File: config.mk
export PLATFORM = sky130hd
export DESIGN_NAME = rkc_ctrl
export DESIGN_NICKNAME = d
export VERILOG_FILES = /design/src/rtl/core/rkc_pkg.sv /design/src/rtl/core/rkc_ctrl.sv
export SDC_FILE = /design/constraint.sdc
export NUM_CORES = 1
export LEC_CHECK = 0
export ABC_AREA = 0
export BUFFER_PORTS_ARGS = -buffer_cell sky130_fd_sc_hd__buf_2
export CORE_AREA = 2 2 39 41
export CTS_BUF_LIST = sky130_fd_sc_hd__clkbuf_8
export DETAILED_ROUTE_END_ITERATION = 10
export DIE_AREA = 0 0 41 43
export GPL_ROUTABILITY_DRIVEN = 0
export SYNTH_ARGS = -nofsm -noshare
export SYNTH_HDL_FRONTEND = slang
export SYNTH_SLANG_ARGS = --single-unit
File: constraint.sdc
create_clock -name clk -period 1 [get_ports clk]
set_clock_uncertainty 0.05 [all_clocks]
set_input_delay 0.05 -clock clk [delete_from_list [all_inputs] [get_ports clk]]
set_output_delay 0.05 -clock clk [all_outputs]
set_load 0.02 [all_outputs]
File: src/rtl/core/rkc_pkg.sv
// Package for the range keyed second chance cache.
// Holds the controller state type, the command and status structs and field widths.
// Depends on nothing.
`default_nettype none

package rkc_pkg;

  localparam int WORKER_W = 3;
  localparam int DATA_W   = 64;
  localparam int SLOT_W   = 3;
  // One stored entry: second-chance bit, handle, range end, range start.
  localparam int ENTRY_W  = 3 * DATA_W + 1;

  typedef enum logic [1:0] {
    ST_IDLE,
    ST_LOAD,
    ST_PICK,
    ST_SWEEP
  } rkc_state_t;

  typedef struct packed {
    logic capture;
    logic emit_oor;
    logic load_row;
    logic resolve;
    logic probe;
  } rkc_cmd_t;

  typedef struct packed {
    logic oor;
    logic any_hit;
    logic probe_set;
  } rkc_stat_t;

endpackage

`default_nettype wire

File: src/rtl/core/rkc_ctrl.sv
// Controller state machine of the range keyed second chance cache.
// Drives datapath commands from start and datapath status; uses rkc_pkg.
`default_nettype none

module rkc_ctrl
  import rkc_pkg::*;
(
  input  wire logic      clk,
  input  wire logic      rst_n,
  input  wire logic      start,
  input  wire rkc_stat_t stat,
  output rkc_cmd_t       cmd,
  output logic           busy
);

  rkc_state_t state_r;
  rkc_state_t state_nxt;

  always_ff @(posedge clk) begin
    if (!rst_n) begin
      state_r <= ST_IDLE;
    end else begin
      state_r <= state_nxt;
    end
  end

  always_comb begin
    state_nxt = state_r;
    cmd       = '0;
    busy      = 1'b1;
    unique case (state_r)
      ST_IDLE: begin
        busy        = 1'b0;
        cmd.capture = start;
        if (start) begin
          if (stat.oor) begin
            cmd.emit_oor = 1'b1;
          end else begin
            state_nxt = ST_LOAD;
          end
        end
      end
      ST_LOAD: begin
        cmd.load_row = 1'b1;
        state_nxt    = ST_PICK;
      end
      ST_PICK: begin
        cmd.resolve = 1'b1;
        state_nxt   = stat.any_hit ? ST_IDLE : ST_SWEEP;
      end
      ST_SWEEP: begin
        cmd.probe = 1'b1;
        if (!stat.probe_set) begin
          state_nxt = ST_IDLE;
        end
      end
      default: begin
        state_nxt = ST_IDLE;
      end
    endcase
  end

  // A lookup is entered only from an accepted beat, and resolution follows the row load.
  a_load_from_accept: assert property (@(posedge clk) disable iff (!rst_n)
    state_r == ST_LOAD |-> $past(state_r == ST_IDLE && start && !stat.oor))
    else $error("row load entered without an accepted beat");

  a_pick_after_load: assert property (@(posedge clk) disable iff (!rst_n)
    state_r == ST_PICK |-> $past(state_r == ST_LOAD))
    else $error("hit resolution not preceded by a row load");

  a_cmd_exclusive: assert property (@(posedge clk) disable iff (!rst_n)
    $onehot0({cmd.capture, cmd.load_row, cmd.resolve, cmd.probe}))
    else $error("more than one datapath phase commanded");

endmodule

`default_nettype wire

==> impl_metrics.json, run 1 <==
{
  "core_sq_um": 1380,
  "dieArea_sq_um": 1760,
  "n_antenna_cell": 0,
  "crit_slowest_cell": "dfxtp_4",
  "reg2reg_from": "state_r[1]",
  "cpPeakStageDelay_ps": 350,
  "reg2reg_to": "state_r[0]",
  "yosys_register_bits": 2,
  "ys_seq_area_share_pct": 28.6,
  "routed_wl_microns": 369,
  "pwr_density_cell_nw_per_um2": 1720,
  "p_leak_nw": 0.168,
  "hpwl_microns": 279,
  "worst_slew_pin_slew_ps": 177,
  "hold_ws_ps": 40.2,
  "ant_nets": 0,
  "gr-total-overflow": 0,
  "synth_mux_area_share_pct": 0,
  "syn_avg_cell_area_sq_um": 10.0,
  "grt.busiest_layer": "met1",
  "dr_total_vias": 159,
  "crit_required_ps": 900,
  "hold_path_end": "state_r[0]",
  "synth-xor-area-share_pct": 0,
  "layout_min_cycle_time_ps": 1110,
  "start_util_pct": 10.1,
  "syn_to_final_growth_pct": 133,
  "ctsHtreeMaxLevel": 1,
  "clock-sinks": 2,
  "hold_path_startpoint": "rst_n",
  "r2r_setup_slack_ps": -80,
  "power_mw": 0.561,
  "num_io_pins": 12,
  "clockBufferDepth": 2,
  "fin_ws_ps": -106,
  "synth_compound_area_share_pct": 22.3,
  "utilization_pct": 23.6,
  "critPathCaptureType": "primary output",
  "fin_nets": 38,
  "crit_type": "reg -> out",
  "synthSimpleGateAreaFrac_pct": 46.4,
  "peakVddDrop_uv": 993,
  "regMostFlops": "state_r",
  "cp_max_fo": 5,
  "clk_pin_slew_ps": 30,
  "start_kind": "flip-flop",
  "grt_use_met3_pct": 3.14,
  "run_status": "finished with violations",
  "synth_top_family_by_area": "simple AND/OR/NAND/NOR gates",
  "maxCapViolations": 0,
  "netlist_area_sq_um": 140,
  "routedWlPerCell_microns": 8.02,
  "syn-num-nets": 20,
  "antenna_found_initial": 0,
  "cts_buffers": 3,
  "cts_hold_buf": 0,
  "path_buf_inv": 1,
  "finalMaxSlewViolations": 0,
  "cts_root_buf": "clkbuf_8",
  "hp-class": "in -> reg",
  "grtUsageMet1_pct": 6.69,
  "crit_chain": "nor3b_4, and2_4, buf_6",
  "gr-usage-met2_pct": 6.25,
  "largest_reg_flops": 2,
  "viasPerCell": 3.46,
  "final_cell_mix": "buf_2, buf_6, clkbuf_8, buf_4, dfxtp_4",
  "top_regs": "state_r (2)",
  "cts_tree": "built",
  "row_count": 14,
  "rsz0062_at_grt": "true",
  "synthAdderAreaFrac_pct": 0,
  "grt_usage_pct": 5.01,
  "drtIter0Drc": 1,
  "hold_violations": 0,
  "clock_latency_ps": 210,
  "grt_pass1_vias": 154,
  "drc_errors": 0,
  "worstHoldPathCells": 2,
  "fmax_ghz": 0.904,
  "critPathTopFamily": "flip-flops",
  "drtPass1Iterations": 2,
  "arrival_ps": 1010,
  "drive_above_1_share_pct": 86.7,
  "finalCritPeriodShare_pct": 111,
  "rr_worst_depth": 3,
  "slew_headroom_pct": 88.2,
  "port_buffers": 11,
  "violations": "negative setup slack",
  "ys_warn_count": 0,
  "setup_violations": 6,
  "fp.dieH_microns": 43,
  "yosysUniqueCellTypes": 13,
  "layout_commonest_cell": "buf_2",
  "die-width_microns": 41,
  "grt_max_degree": 9,
  "grt_pass1_wl_microns": 600,
  "syn-instance-count": 14
}
[cells by family after synthesis]
kind of cell | count (synthesis)
AOI/OAI and AO/OA | 3
buffers and inverters | 1
DFF | 2
and+or+nand+nor | 8
[power by group]
| part | total [mW] | switching [mW] | internal (mW) |
|---|---|---|---|
| registers | 0.103 | 0.0141 | 0.0885 |
| logic | 0.151 | 0.0642 | 0.0865 |
| clock network | 0.307 | 0.0539 | 0.254 |
| total | 0.561 | 0.132 | 0.429 |
[worst max path at each step]
stage / start / end / cells after the start
floorplan: state_r[0] / cmd[3] / 2
global placement: state_r[0] / state_r[1] / 2
detailed placement: state_r[0] / state_r[0] / 2
CTS: state_r[0] / cmd[3] / 3
global route: state_r[0] / cmd[3] / 3
finish: state_r[0] / cmd[3] / 3
[final cells by class]
class / instances / area, sq um
tap: 16 / 20.0
timing repair buffer: 13 / 101
clock buffer: 3 / 41.3
fill: 156 / 1060
inverter: 1 / 3.75
sequential: 2 / 47.5
multi-input combinational: 11 / 113
[what timing repair did]
item / in CTS / in global routing
setup buffers: 1 / 1
resized for setup: 9 / 7
endpoints found under the setup margin: 7 / 7
pin swaps: 2 / 1
[Yosys cell counts (all sizes together)]
library cell	n	area, sq um
and2b	1	8.76
o221a	1	11.3
nor2b	2	20.0
and2	1	6.26
dfxtp	2	40.0
a21bo	1	10.0
nand2	1	3.75
o311a	1	10.0
inv	1	3.75
nor3b	2	20.0
or2	1	6.26
[stage by stage]
step                setup slack, ps  std cells  cell area [sq um]  TNS (ps)
finish                         -106         46                327      -353
floorplan                      2.09         14                150         0
global placement               9.40         41                225         0
CTS                            -114         45                299      -355
global route                   -165         46                327      -584
detailed placement           -0.171         41                225    -0.171
[metal layers]
layer,share of wire [%],routed length (microns),vias up
met5,0,0,-
met2,39,145,12
li1,-,-,84
met1,46,170,63
met4,0,0,0
met3,14,53,0
Note: power is estimated with default switching activity, not from simulation.
==> inputs of run 2 (changes only) <==
--- a/config.mk
+++ b/config.mk
@@ -8,7 +8,6 @@
 export ABC_AREA = 0
 export BUFFER_PORTS_ARGS = -buffer_cell sky130_fd_sc_hd__buf_2
 export CORE_AREA = 2 2 39 41
-export CTS_BUF_LIST = sky130_fd_sc_hd__clkbuf_8
 export DETAILED_ROUTE_END_ITERATION = 10
 export DIE_AREA = 0 0 41 43
 export GPL_ROUTABILITY_DRIVEN = 0
==> impl_metrics.json, run 2 (synthesis results as in run 1) <==
{
  "worst_slew_pin_slew_ps": 166,
  "violations": "negative setup slack",
  "cts_root_buf": "clkbuf_4",
  "setup_violations": 6,
  "drive_above_1_share_pct": 83.3,
  "layout_commonest_cell": "buf_2",
  "grt_usage_pct": 5.71,
  "antenna_found_initial": 0,
  "hold_path_startpoint": "rst_n",
  "viasPerCell": 3.37,
  "die-width_microns": 41,
  "clk_pin_slew_ps": 30,
  "row_count": 14,
  "fp.dieH_microns": 43,
  "arrival_ps": 1020,
  "utilization_pct": 21.6,
  "hold_ws_ps": 21.1,
  "rr_worst_depth": 3,
  "largest_reg_flops": 2,
  "grt_pass1_vias": 157,
  "grt_max_degree": 8,
  "crit_required_ps": 900,
  "cts_buffers": 3,
  "cts_tree": "built",
  "cp_max_fo": 7,
  "hp-class": "in -> reg",
  "dpl_cell_area_sq_um": 225,
  "slew_headroom_pct": 88.9,
  "top_regs": "state_r (2)",
  "routedWlPerCell_microns": 8.04,
  "fmax_ghz": 0.893,
  "ctsHtreeMaxLevel": 1,
  "multi_input_area_sq_um": 108,
  "dieArea_sq_um": 1760,
  "regArea_sq_um": 47.5,
  "drc_errors": 0,
  "finalCritPeriodShare_pct": 112,
  "rsz0062_at_grt": "true",
  "placed_cells": 41,
  "finalMaxSlewViolations": 0,
  "reg2reg_from": "state_r[1]",
  "cts_hold_buf": 0,
  "regMostFlops": "state_r",
  "final_area_sq_um": 299,
  "grt_pass1_wl_microns": 641,
  "clock-sinks": 2,
  "fin_nets": 38,
  "drtIter0Drc": 0,
  "gr-total-overflow": 0,
  "routed_wl_microns": 370,
  "syn_to_final_growth_pct": 113,
  "run_status": "finished with violations",
  "clock_latency_ps": 220,
  "final_cell_mix": "buf_2, buf_6, clkbuf_4, buf_4, dfxtp_4",
  "maxCapViolations": 0,
  "crit_type": "reg -> out",
  "dr_total_vias": 155,
  "core_sq_um": 1380,
  "reg2reg_to": "state_r[0]",
  "clockBufferDepth": 2,
  "startpoint": "state_r[0]",
  "start_kind": "flip-flop",
  "r2r_setup_slack_ps": -100,
  "peakVddDrop_uv": 507,
  "port_buffers": 11,
  "drtPass1Iterations": 1,
  "fin_cells": 46,
  "power_mw": 0.425,
  "pwr_density_cell_nw_per_um2": 1420,
  "hpwl_microns": 279,
  "start_util_pct": 10.1,
  "nFillCells": 154,
  "layout_min_cycle_time_ps": 1120,
  "hold_violations": 0,
  "critPathCaptureType": "primary output",
  "endpoint": "busy",
  "fin_ws_ps": -119,
  "n_antenna_cell": 0,
  "p_leak_nw": 0.150,
  "num_io_pins": 12,
  "ant_nets": 0
}
==> run 2: per-layer routing <==
layer | track usage, % | vias to the layer above | wire length, microns
li1 | - | 83 | -
met1 | 7.01 | 62 | 177
met2 | 6.25 | 10 | 149
met3 | 4.71 | 0 | 42
met4 | 4.00 | 0 | 0
met5 | 0 | - | 0
==> run 2: critical path: stages, from the launching register on <==
cell	delay (ps)
dfxtp_4	350
or2_2	300
buf_6	130
==> run 2: what timing repair did <==
action | 4_1_cts | 5_1_grt
setup endpoints to repair | 8 | 8
buffers inserted | 2 | 0
resized for setup | 12 | 1
pin swaps | 1 | 0
==> run 2: power breakdown <==
group	switching (mW)	internal, mW	total [mW]	leakage [nW]
sequential	0.0134	0.0883	0.102	0.0178
clock	0.0461	0.132	0.179	0.0138
combinational	0.0607	0.0836	0.144	0.118
==> run 2: final cells by class <==
cell class,instances,area share [%]
multi-input combinational,11,36.0
timing repair buffer,13,32.6
sequential,2,15.9
clock buffer,3,7.53
tap,16,6.69
inverter,1,1.26
==> run 2: metrics by stage <==
stage          setup slack, ps  setup TNS, ps
2_1_floorplan             2.09              0
3_3_place_gp              9.40              0
3_5_place_dp            -0.171         -0.171
4_1_cts                   -138           -533
5_1_grt                   -200           -836
6_report                  -119           -454
==> run 2: worst min-delay path by stage <==
| stage | end | cells past startpoint |
|---|---|---|
| CTS | state_r[0] | 2 |
| detailed placement | state_r[0] | 2 |
| global placement | state_r[0] | 2 |
| floorplan | state_r[0] | 1 |
| finish | state_r[0] | 2 |
| global route | state_r[0] | 2 |
==> inputs of run 3 (changes only) <==
--- a/config.mk
+++ b/config.mk
@@ -6,7 +6,7 @@
 export NUM_CORES = 1
 export LEC_CHECK = 0
 export ABC_AREA = 0
-export BUFFER_PORTS_ARGS = -buffer_cell sky130_fd_sc_hd__buf_2
+export BUFFER_PORTS_ARGS = -buffer_cell sky130_fd_sc_hd__buf_4
 export CORE_AREA = 2 2 39 41
 export DETAILED_ROUTE_END_ITERATION = 10
 export DIE_AREA = 0 0 41 43
==> impl_metrics.json, run 3 (synthesis results as in run 1) <==
{
  "p_leak_nw": 0.161,
  "fin_ws_ps": -129,
  "crit_slowest_cell": "dfxtp_4",
  "clock-sinks": 2,
  "cp_max_fo": 5,
  "viasPerCell": 3.53,
  "layout_min_cycle_time_ps": 1130,
  "cts_buffers": 3,
  "ant_nets": 0,
  "port_buffers": 11,
  "clockPowerShare_pct": 39.6,
  "setup_tns_ps": -486,
  "drive_above_1_share_pct": 83.9,
  "dieArea_sq_um": 1760,
  "crit_required_ps": 900,
  "grt_usage_pct": 5.11,
  "regMostFlops": "state_r",
  "fin_nets": 39,
  "path_buf_inv": 1,
  "dpl_cell_area_sq_um": 253,
  "final_cell_mix": "buf_4, buf_6, clkbuf_4, dfxtp_4",
  "run_status": "finished with violations",
  "worst_slew_pin_slew_ps": 236,
  "grt_pass1_vias": 148,
  "ctsHtreeMaxLevel": 1,
  "placed_cells": 41,
  "rsz0062_at_grt": "true",
  "antenna_found_initial": 0,
  "critPathTopFamily": "flip-flops",
  "top_regs": "state_r (2)",
  "gr-total-overflow": 0,
  "syn_to_final_growth_pct": 132,
  "fp.dieH_microns": 43,
  "violations": "negative setup slack",
  "combPwrFrac_pct": 37.4,
  "drc_errors": 0,
  "crit_chain": "nor3b_4, and2_4, buf_6",
  "power_mw": 0.440,
  "cts_tree": "built",
  "cts_root_buf": "clkbuf_4",
  "core_sq_um": 1380,
  "cpPeakStageDelay_ps": 350,
  "layout_commonest_cell": "buf_4",
  "final_area_sq_um": 325,
  "grt_max_degree": 7,
  "crit_type": "reg -> out",
  "fmax_ghz": 0.885,
  "pwr-share-seq_pct": 23.0,
  "maxCapViolations": 0,
  "start_kind": "flip-flop",
  "power.switching_mw": 0.118,
  "finalCritPeriodShare_pct": 113,
  "nFillCells": 157,
  "finalMaxSlewViolations": 0,
  "setup_violations": 6,
  "clk_pin_slew_ps": 30,
  "dr_total_vias": 166,
  "die-width_microns": 41,
  "clockBufferDepth": 2,
  "drtPass1Iterations": 2,
  "switching_share_pct": 26.9,
  "n_antenna_cell": 0,
  "p_int_mw": 0.322,
  "hp-class": "in -> reg",
  "row_count": 14,
  "arrival_ps": 1030,
  "clock_latency_ps": 220,
  "start_util_pct": 10.1,
  "slew_headroom_pct": 84.2,
  "peakVddDrop_uv": 560,
  "routed_wl_microns": 352,
  "cts_hold_buf": 0,
  "pwr_density_cell_nw_per_um2": 1350,
  "grt_pass1_wl_microns": 545,
  "fin_cells": 47,
  "hold_violations": 0,
  "num_io_pins": 12,
  "routedWlPerCell_microns": 7.49,
  "critPathCaptureType": "primary output",
  "drtIter0Drc": 2,
  "largest_reg_flops": 2
}
run 3: final cells by class:
class | count | area [sq um] | share of cell area [%]
Inverter | 1 | 3.75 | 1.15
Timing Repair Buffer | 14 | 124 | 38.1
Clock buffer | 3 | 22.5 | 6.92
Tap cell | 16 | 20.0 | 6.15
Sequential cell | 2 | 47.5 | 14.6
Multi-Input combinational cell | 11 | 108 | 33.1
run 3: worst paths after layout:
path / start / to / slack (ps) / cells after the start
min: rst_n / state_r[0] / 20 / 2
min reg2reg: state_r[0] / state_r[0] / 620 / 2
max: state_r[0] / cmd[3] / -130 / 3
max reg2reg: state_r[1] / state_r[0] / -60 / 3
run 3: timing repair:
action | 4_1_cts | 5_1_grt
cloned | 0 | 0
pin swaps | 2 | 1
gates resized for setup | 9 | 0
endpoints found under the setup margin | 8 | 7
setup buffers | 3 | 0
run 3: worst register-to-register path, stage by stage, from the launching register on:
cell,delay (ps)
dfxtp_4,350
buf_6,120
nor2b_4,120
o311a_1,300
run 3: routing by layer:
layer	global-route usage (%)	vias up	wire length [microns]
met5	0	-	0
met4	4.00	0	0
met3	4.71	0	38
met2	6.88	10	167
met1	4.47	71	146
li1	-	85	-
run 3: power groups by stage:
stage                     Clock [mW]  Combinational (mW)  Sequential, mW
final                          0.174               0.165           0.101
after global routing           0.196               0.176           0.103
after CTS                      0.187               0.166           0.102
after detailed placement           0               0.126           0.108
after global placement             0               0.125           0.107
after floorplan                    0              0.0737           0.103
run 3: stage by stage:
step	utilization, %	hold slack (ps)	setup WS, ps
after floorplan	-	131	2.09
after global placement	18.3	250	-6.00
after detailed placement	18.3	252	-19.0
after CTS	23.5	13.0	-137
after global routing	23.5	21.6	-169
final	23.5	20.6	-129
